`src/hw/rtl/exlx_pkg.sv`:
```
`timescale 1ns / 1ps

package exlx_pkg;

    // Lexer states
    localparam logic [2:0] ST_INIT    = 3'd0;
    localparam logic [2:0] ST_IDENT   = 3'd1;
    localparam logic [2:0] ST_COMMENT = 3'd2;
    localparam logic [2:0] ST_INT     = 3'd3;
    localparam logic [2:0] ST_FRAC    = 3'd4;
    localparam logic [2:0] ST_EXP0    = 3'd5;
    localparam logic [2:0] ST_EXP1    = 3'd6;

    // Token kinds (0..12 are the operator characters in table order)
    localparam logic [4:0] K_IDENT  = 5'd13;
    localparam logic [4:0] K_INT    = 5'd14;
    localparam logic [4:0] K_REAL   = 5'd15;
    localparam logic [4:0] K_END    = 5'd16;
    localparam logic [4:0] K_BADCH  = 5'd17;
    localparam logic [4:0] K_BADNUM = 5'd18;

    localparam int NUM_OPS = 13;
    localparam logic [7:0] OP_CHARS [NUM_OPS] = '{
        8'h2B, 8'h2D, 8'h2A, 8'h2F, 8'h5E, 8'h28, 8'h29,
        8'h3B, 8'h2C, 8'h3D, 8'h5B, 8'h5D, 8'h2E
    };

    localparam logic [7:0] CH_END = 8'hFF;
    localparam logic [7:0] CH_SP  = 8'h20;
    localparam logic [7:0] CH_TAB = 8'h09;
    localparam logic [7:0] CH_NL  = 8'h0A;
    localparam logic [7:0] CH_HASH = 8'h23;
    localparam logic [7:0] CH_DOT = 8'h2E;
    localparam logic [7:0] CH_US  = 8'h5F;
    localparam logic [7:0] CH_E_LO = 8'h65;
    localparam logic [7:0] CH_E_UP = 8'h45;
    localparam logic [7:0] CH_PLUS = 8'h2B;
    localparam logic [7:0] CH_MINUS = 8'h2D;

    localparam int DEF_MAX_TOKEN_LEN = 255;

    // Token queue depth: two slots must be free to take a byte
    localparam int TQ_DEPTH = 4;

    typedef struct packed {
        logic [4:0]  kind;
        logic [7:0]  length;
        logic [31:0] value;
        logic        ovf;
        logic        last;
    } token_t;

    typedef struct packed {
        logic [2:0]  state;
        logic [7:0]  count;
        logic [31:0] acc;
        logic        ovf;
    } lex_ctx_t;

    typedef struct packed {
        lex_ctx_t   ctx;
        logic [1:0] n_tok;
        token_t     tok0;
        token_t     tok1;
    } step_res_t;

    function automatic logic is_digit(input logic [7:0] c);
        return (c >= 8'h30) && (c <= 8'h39);
    endfunction

    function automatic logic is_alpha(input logic [7:0] c);
        return ((c >= 8'h61) && (c <= 8'h7A)) || ((c >= 8'h41) && (c <= 8'h5A));
    endfunction

endpackage

```
`src/hw/rtl/exlx_step.sv`:
```
`timescale 1ns / 1ps

module exlx_step
    import exlx_pkg::*;
#(
    parameter int MAX_TOKEN_LEN = DEF_MAX_TOKEN_LEN
)
(
    input  logic [7:0] ch,
    input  lex_ctx_t   ctx,
    output step_res_t  res
);

    localparam int LEN_CAP_I = (MAX_TOKEN_LEN < 255) ? MAX_TOKEN_LEN : 255;
    localparam logic [7:0] LEN_CAP = LEN_CAP_I[7:0];

    logic       dig, alpha, op_hit;
    logic [3:0] op_idx;
    logic [7:0] grown;
    logic [35:0] mac;
    logic [31:0] acc_add;
    logic        ovf_add;

    // init pass
    logic     i_emit;
    token_t   i_tok;
    lex_ctx_t i_ctx;

    // first pass
    logic     fall;
    logic     f_emit;
    token_t   f_tok;
    lex_ctx_t f_ctx;

    assign dig   = is_digit(ch);
    assign alpha = is_alpha(ch);

    always_comb
    begin
        op_hit = 1'b0;
        op_idx = '0;
        for (int i = 0; i < NUM_OPS; i++)
        begin
            if (!op_hit && OP_CHARS[i] == ch)
            begin
                op_hit = 1'b1;
                op_idx = 4'(i);
            end
        end
    end

    assign grown = (ctx.count < LEN_CAP) ? ctx.count + 8'd1 : ctx.count;

    // acc * 10 + digit, saturating at 32 bits
    assign mac = {1'b0, ctx.acc, 3'b000} + {3'b000, ctx.acc, 1'b0} + {32'd0, ch[3:0]};
    assign ovf_add = |mac[35:32];
    assign acc_add = ovf_add ? 32'hFFFF_FFFF : mac[31:0];

    // The byte seen from init, with cleared token context
    always_comb
    begin
        i_emit = 1'b0;
        i_tok  = '{kind: K_BADCH, length: 8'd1, value: 32'd0, ovf: 1'b0, last: 1'b1};
        i_ctx  = '{state: ST_INIT, count: 8'd0, acc: 32'd0, ovf: 1'b0};
        if (dig)
        begin
            i_ctx.state = ST_INT;
            i_ctx.count = 8'd1;
            i_ctx.acc   = {28'd0, ch[3:0]};
        end
        else if (ch == CH_END)
        begin
            i_emit = 1'b1;
            i_tok.kind = K_END;
        end
        else if (op_hit)
        begin
            i_emit = 1'b1;
            i_tok.kind = {1'b0, op_idx};
        end
        else if (ch == CH_SP || ch == CH_TAB || ch == CH_NL)
        begin
            i_emit = 1'b0;
        end
        else if (ch == CH_HASH)
        begin
            i_ctx.state = ST_COMMENT;
        end
        else if (alpha)
        begin
            i_ctx.state = ST_IDENT;
            i_ctx.count = 8'd1;
        end
        else
        begin
            i_emit = 1'b1;
        end
    end

    always_comb
    begin
        fall   = 1'b0;
        f_emit = 1'b0;
        f_tok  = '{kind: K_REAL, length: ctx.count, value: 32'd0, ovf: 1'b0, last: 1'b0};
        f_ctx  = ctx;
        case (ctx.state)
            ST_INIT:
            begin
                fall = 1'b1;
            end
            ST_IDENT:
            begin
                if (alpha || dig || ch == CH_US)
                    f_ctx.count = grown;
                else
                begin
                    fall = 1'b1;
                    f_emit = 1'b1;
                    f_tok.kind = K_IDENT;
                end
            end
            ST_COMMENT:
            begin
                if (ch == CH_NL)
                    f_ctx.state = ST_INIT;
            end
            ST_INT:
            begin
                if (dig)
                begin
                    f_ctx.count = grown;
                    f_ctx.acc   = acc_add;
                    f_ctx.ovf   = ctx.ovf | ovf_add;
                end
                else if (ch == CH_DOT)
                begin
                    f_ctx.count = grown;
                    f_ctx.state = ST_FRAC;
                end
                else if (ch == CH_E_LO || ch == CH_E_UP)
                begin
                    f_ctx.count = grown;
                    f_ctx.state = ST_EXP0;
                end
                else
                begin
                    fall = 1'b1;
                    f_emit = 1'b1;
                    f_tok.kind  = K_INT;
                    f_tok.value = ctx.acc;
                    f_tok.ovf   = ctx.ovf;
                end
            end
            ST_FRAC:
            begin
                if (dig)
                    f_ctx.count = grown;
                else if (ch == CH_E_LO || ch == CH_E_UP)
                begin
                    f_ctx.count = grown;
                    f_ctx.state = ST_EXP0;
                end
                else
                begin
                    fall = 1'b1;
                    f_emit = 1'b1;
                end
            end
            ST_EXP0:
            begin
                if (dig || ch == CH_PLUS || ch == CH_MINUS)
                begin
                    f_ctx.count = grown;
                    f_ctx.state = ST_EXP1;
                end
                else
                begin
                    fall = 1'b1;
                    f_emit = 1'b1;
                    f_tok.kind = K_BADNUM;
                end
            end
            ST_EXP1:
            begin
                if (dig)
                    f_ctx.count = grown;
                else
                begin
                    fall = 1'b1;
                    f_emit = 1'b1;
                end
            end
            default:
            begin
                fall = 1'b1;
            end
        endcase
    end

    always_comb
    begin
        res.ctx   = fall ? i_ctx : f_ctx;
        res.n_tok = {1'b0, f_emit} + {1'b0, fall & i_emit};
        res.tok0  = f_emit ? f_tok : i_tok;
        res.tok0.last = !(f_emit && fall && i_emit);
        res.tok1  = i_tok;
    end

endmodule

```
`src/hw/rtl/exlx_tokq.sv`:
```
`timescale 1ns / 1ps

module exlx_tokq
    import exlx_pkg::*;
(
    input  logic       clk,
    input  logic       rst_n,
    input  logic [1:0] push_n,
    input  token_t     push0,
    input  token_t     push1,
    output logic       room2,
    output logic       head_valid,
    input  logic       pop,
    output token_t     head
);

    localparam int PW = $clog2(TQ_DEPTH);
    localparam int CW = $clog2(TQ_DEPTH + 1);

    token_t        mem [TQ_DEPTH];
    logic [PW-1:0] wr_ptr_reg, wr_ptr_next;
    logic [PW-1:0] rd_ptr_reg, rd_ptr_next;
    logic [CW-1:0] cnt_reg, cnt_next;
    logic          do_pop;
    logic [PW-1:0] wr_ptr_p1;

    assign do_pop     = pop && (cnt_reg != '0);
    assign wr_ptr_p1  = wr_ptr_reg + PW'(1);
    assign room2      = (cnt_reg <= CW'(TQ_DEPTH - 2));
    assign head_valid = (cnt_reg != '0);
    assign head       = mem[rd_ptr_reg];

    assign wr_ptr_next = wr_ptr_reg + PW'(push_n);
    assign rd_ptr_next = rd_ptr_reg + PW'(do_pop);
    assign cnt_next    = cnt_reg + CW'(push_n) - CW'(do_pop);

    always_ff @(posedge clk or negedge rst_n)
    begin
        if (!rst_n)
        begin
            wr_ptr_reg <= '0;
            rd_ptr_reg <= '0;
            cnt_reg    <= '0;
        end
        else
        begin
            wr_ptr_reg <= wr_ptr_next;
            rd_ptr_reg <= rd_ptr_next;
            cnt_reg    <= cnt_next;
        end
    end

    always_ff @(posedge clk)
    begin
        if (push_n != 2'd0)
            mem[wr_ptr_reg] <= push0;
        if (push_n == 2'd2)
            mem[wr_ptr_p1] <= push1;
    end

    // pushing into a queue without two free slots loses tokens
    a_no_overrun: assert property (@(posedge clk) disable iff (!rst_n)
        (push_n != 2'd0) |-> (cnt_reg <= CW'(TQ_DEPTH - 2)))
        else $error("token queue overrun");

    a_cnt_bound: assert property (@(posedge clk) disable iff (!rst_n)
        cnt_reg <= CW'(TQ_DEPTH))
        else $error("token queue count out of range");

endmodule

```
`src/hw/rtl/expression_lexer.sv`:
```
`timescale 1ns / 1ps

// Byte-serial lexer for arithmetic expressions. Each request on the input
// channel carries one byte (0xFF marks end of input); each request on the
// output channel carries one token: operator kinds 0-12 (+ - * / ^ ( ) ; , = [ ] .),
// identifier, integer with saturating 32-bit value and overflow flag, real,
// end, bad character or bad number, with its length (saturating) and a last
// flag on the final token a byte produces. A byte that terminates a token is
// rescanned from the init state in the same cycle, so it may produce two
// tokens. The lexer step is combinational logic between the state registers
// and a four-entry token queue: a byte is taken every cycle as long as the
// queue has two free slots, so bytes giving at most one token stream at one
// per cycle, and a byte giving two tokens pushes both into the queue at once.
// Tokens are registered in the queue before they reach the output. Whitespace
// and comments produce no tokens.
module expression_lexer
    import exlx_pkg::*;
#(
    parameter int MAX_TOKEN_LEN = DEF_MAX_TOKEN_LEN
)
(
    input  logic        clk,
    input  logic        rst_n,
    input  logic        in_valid,
    output logic        in_ready,
    input  logic [7:0]  ch,
    output logic        out_valid,
    input  logic        out_ready,
    output logic [4:0]  token_kind,
    output logic [7:0]  token_length,
    output logic [31:0] int_value,
    output logic        int_overflow,
    output logic        last
);

    lex_ctx_t  ctx_reg, ctx_next;
    step_res_t step;
    logic      take;
    logic      room2;
    token_t    head;
    logic [1:0] push_n;

    assign in_ready = room2;
    assign take     = in_valid && in_ready;
    assign push_n   = take ? step.n_tok : 2'd0;

    exlx_step #(
        .MAX_TOKEN_LEN (MAX_TOKEN_LEN)
    ) u_step (
        .ch  (ch),
        .ctx (ctx_reg),
        .res (step)
    );

    // lexer context only advances on an accepted byte
    assign ctx_next = take ? step.ctx : ctx_reg;

    always_ff @(posedge clk or negedge rst_n)
    begin
        if (!rst_n)
            ctx_reg <= '{state: ST_INIT, count: 8'd0, acc: 32'd0, ovf: 1'b0};
        else
            ctx_reg <= ctx_next;
    end

    exlx_tokq u_tokq (
        .clk        (clk),
        .rst_n      (rst_n),
        .push_n     (push_n),
        .push0      (step.tok0),
        .push1      (step.tok1),
        .room2      (room2),
        .head_valid (out_valid),
        .pop        (out_ready),
        .head       (head)
    );

    assign token_kind   = head.kind;
    assign token_length = head.length;
    assign int_value    = head.value;
    assign int_overflow = head.ovf;
    assign last         = head.last;

    // overflow only ever comes with a saturated value
    a_ovf_sat: assert property (@(posedge clk) disable iff (!rst_n)
        (out_valid && int_overflow) |-> (token_kind == K_INT) && (int_value == 32'hFFFF_FFFF))
        else $error("overflow flag without saturated integer");

    // only integer tokens carry a value
    a_val_int_only: assert property (@(posedge clk) disable iff (!rst_n)
        (out_valid && token_kind != K_INT) |-> (int_value == 32'd0) && !int_overflow)
        else $error("value on non-integer token");

    // every token has at least one character
    a_len_nonzero: assert property (@(posedge clk) disable iff (!rst_n)
        out_valid |-> (token_length != 8'd0))
        else $error("zero-length token");

    // a token that ends its token context returns the lexer to a clean start
    a_ctx_clean: assert property (@(posedge clk) disable iff (!rst_n)
        (ctx_reg.state == ST_INIT || ctx_reg.state == ST_COMMENT)
            |-> (ctx_reg.count == 8'd0) && (ctx_reg.acc == 32'd0) && !ctx_reg.ovf)
        else $error("stale token context in init state");

endmodule
```
`config.mk`:
```
export PLATFORM = sky130hd
export DESIGN_NAME = expression_lexer
export DESIGN_NICKNAME = d
export VERILOG_FILES = /design/src/hw/rtl/exlx_pkg.sv /design/src/hw/rtl/exlx_step.sv /design/src/hw/rtl/exlx_tokq.sv /design/src/hw/rtl/expression_lexer.sv
export SDC_FILE = /design/constraint.sdc
export NUM_CORES = 1
export LEC_CHECK = 0
export ABC_AREA = 1
export BUFFER_PORTS_ARGS = -buffer_cell sky130_fd_sc_hd__buf_2
export CORE_MARGIN = 5
export CORE_UTILIZATION = 60
export DETAILED_ROUTE_END_ITERATION = 16
export PLACE_DENSITY = 0.82
export REMOVE_ABC_BUFFERS = 1
export SYNTH_ARGS = -nofsm -noshare
export SYNTH_HDL_FRONTEND = slang
export SYNTH_SLANG_ARGS = --single-unit
export TNS_END_PERCENT = 50
```
`constraint.sdc`:
```
create_clock -name clk -period 3.8 [get_ports clk]
set_clock_uncertainty 0.05 [all_clocks]
set_input_delay 0.57 -clock clk [delete_from_list [all_inputs] [get_ports clk]]
set_output_delay 0.57 -clock clk [all_outputs]
set_load 0.01 [all_outputs]
```
==> results.yml <==
floorplan:
  core_um2: 22400
  start_util_pct: 60.2
  dieArea_um2: 25600
  die_h_um: 160
  num_io_pins: 61
  num_rows: 55
  die_w_um: 160
synth:
  synth_cell_types: 49
  synth_area_per_cell_um2: 7.21
  seq_area_frac_synth_pct: 38.8
  ys_ff_latch: 239
  netlist_area_um2: 13500
  synthCells: 1875
  ys_warn_count: 0
critical_path:
  path_cells: "inv_2 > nand2_1 > nor2_1 > inv_2 > o21ai_2 > inv_2 > nand2_4 > nand3_4 > nand2_1 > inv_1 > ha_1 > inv_1 > nor2_1 > nor2_2 > nor3_4 > inv_2 > buf_12 > nand3_1 > o21ai_1"
  critPathMaxFanout: 77
  worst-endpoint-required_ns: 4.20
  start_kind: "register"
  reg2reg_slack_ns: 0.35
  critPathSlowestCell: "dfrtp_1"
  arrival_ns: 3.86
  path_class: "reg2reg"
  worstSetupEndpointType: "register"
  cpMostUsedCell: "inv_2"
  slowest_delay_ns: 0.40
min_path:
  min_path_type: "in2async"
drt:
  first_pass_iters: 5
  finalWirelength_mm: 36.6
  drc: 0
  drtIter0Drc: 1638
  wl_per_cell_um: 16.7
  ant_nets: 0
  vias_per_cell: 5.92
  dr_total_vias: 13000
clock_tree:
  htree_levels: 1
  clk_pin_slew_ns: 0.06
  cts_resized: 0
  clk_latency_ns: 0.53
  cts_setup_buffers: 0
  numCtsBuffers: 26
  cts_tree: "done"
  holdBufCountCts: 0
  cts_sinks: 239
  cts_root_buf: "clkbuf_16"
  cts.path.max_buffers: 3
finish:
  layout-drive-gt1-share_pct: 10.4
  mostFrequentLayoutCell: "nand2_1"
  num_antenna_cells: 0
  nNetsFinal: 1978
  largest_register_ffs: 188
  final_cell_mix: "377 x nand2_1, 216 x nand3_1, 172 x nor2_1, 168 x dfxtp_1, 161 x o21ai_1"
  final_util_pct: 66.2
  layout-area-overhead-vs-synth_pct: 9.95
  finalNonFillerCells: 2195
sta:
  finalSetupViolCount: 0
  worstMarginPinSlew_ns: 0.989
  max_freq_ghz: 0.290
  timing.final.crit_share_pct: 90.9
  relSlewSlack_pct: 34.1
  rsz0062_at_grt: "no"
  slew_violations: 0
  min_period_ns: 3.45
  hold_viol: 0
flow_run:
  max_cap_viol_count: 0
placement:
  place.detailed.hpwl_mm: 24.3
  portBuffers: 60
  dp_cells: 2150
  gp_congestion: 0.916
global_route:
  grt_pass1_wl_mm: 60.1
  grt_overflow: 0
  grt_usage_pct: 27.5
  grt_pass1_vias: 11900
  antenna_found_initial: 0
  grt_max_degree: 96
outcome:
  status: "complete, no violations"
power_and_ir_drop:
  ir_worst_vdd_mv: 0.333
  p_leak_nw: 6.98
  p_per_area_nw_per_um2: 548
  power.total_mw: 8.14
## routing by layer
metal	wire length, um	GRT usage [%]
met4	533	5.75
met5	0	0
met2	16500	44.3
met3	2970	4.31
met1	16600	39.6
## power by group
part | switching [mW] | internal, mW | total (mW)
combinational | 1.93 | 0.926 | 2.86
sequential | 0.126 | 2.71 | 2.83
clock | 1.02 | 1.43 | 2.45
## final timing paths
kind / start / cells past startpoint / to
min: rst_n / 1 / u_tokq.rd_ptr_reg[0]
max: ctx_reg[43] / 19 / u_tokq.mem[0][22]
min in group clk: u_tokq.mem[2][29] / 2 / u_tokq.mem[2][29]
min reg2reg: u_tokq.mem[2][29] / 2 / u_tokq.mem[2][29]
max reg2reg: ctx_reg[43] / 19 / u_tokq.mem[0][22]
max in group asynchronous: rst_n / 2 / ctx_reg[1]
## cell type report
class,count,area [um^2]
Fill cell,1905,7580
Multi-Input combinational cell,1381,7270
Sequential cell,239,5240
Clock buffer,37,785
Inverter,158,596
Timing Repair Buffer,87,566
Tap cell,285,357
Clock inverter,8,46.3
## cell families after synthesis
kind of cell	synth area share [%]
compound gates	17.9
xor+xnor	1.75
fa+ha+maj	6.93
buf+inv	7.59
flops	38.8
simple gates	27.0
## Yosys cell counts (all sizes together)
library cell | instances | share of area, %
a31oi | 1 | 0.046
nor4 | 1 | 0.046
o21bai | 26 | 1.4
xnor2 | 10 | 0.65
nand3b | 5 | 0.28
nand2 | 388 | 11
and3 | 1 | 0.046
nor3b | 2 | 0.11
buf | 30 | 1.3
o22ai | 62 | 2.9
a21boi | 3 | 0.17
or2 | 3 | 0.14
ha | 70 | 6.5
dfxtp | 168 | 25
a21oi | 39 | 1.5
nand3 | 222 | 8.4
a21o | 2 | 0.11
nor2 | 183 | 5.5
o21ai | 305 | 11
clkbuf | 67 | 1.9
dfrtp | 51 | 9.4
nor3 | 22 | 1.1
fa | 3 | 0.44
o221ai | 1 | 0.065
xor2 | 17 | 1.1
o211ai | 3 | 0.17
inv | 158 | 4.4
nand4 | 9 | 0.42
o221a | 1 | 0.083
a211oi | 1 | 0.056
edfxtp | 20 | 4.4
o31ai | 1 | 0.056
## through the flow
stage	hold WS (ns)	instance area (um^2)	TNS (ns)	setup WS [ns]
finish	0.0920	14900	0	0.347
global route	0.142	14900	0	0.142
CTS	0.103	14900	0	0.423
detailed placement	0.416	14000	0	0.0974
global placement	0.407	14000	0	0.161
floorplan	0.224	13100	-10.93	-0.224
## critical path, delay by kind of cell (launching register included)
kind            cells  cell delay, ns
compound gates      2            0.36
buf+inv             7            0.88
fa+ha+maj           1            0.31
simple gates        9            1.32
flops               1            0.40
Note: power is estimated with default switching activity, not from simulation.
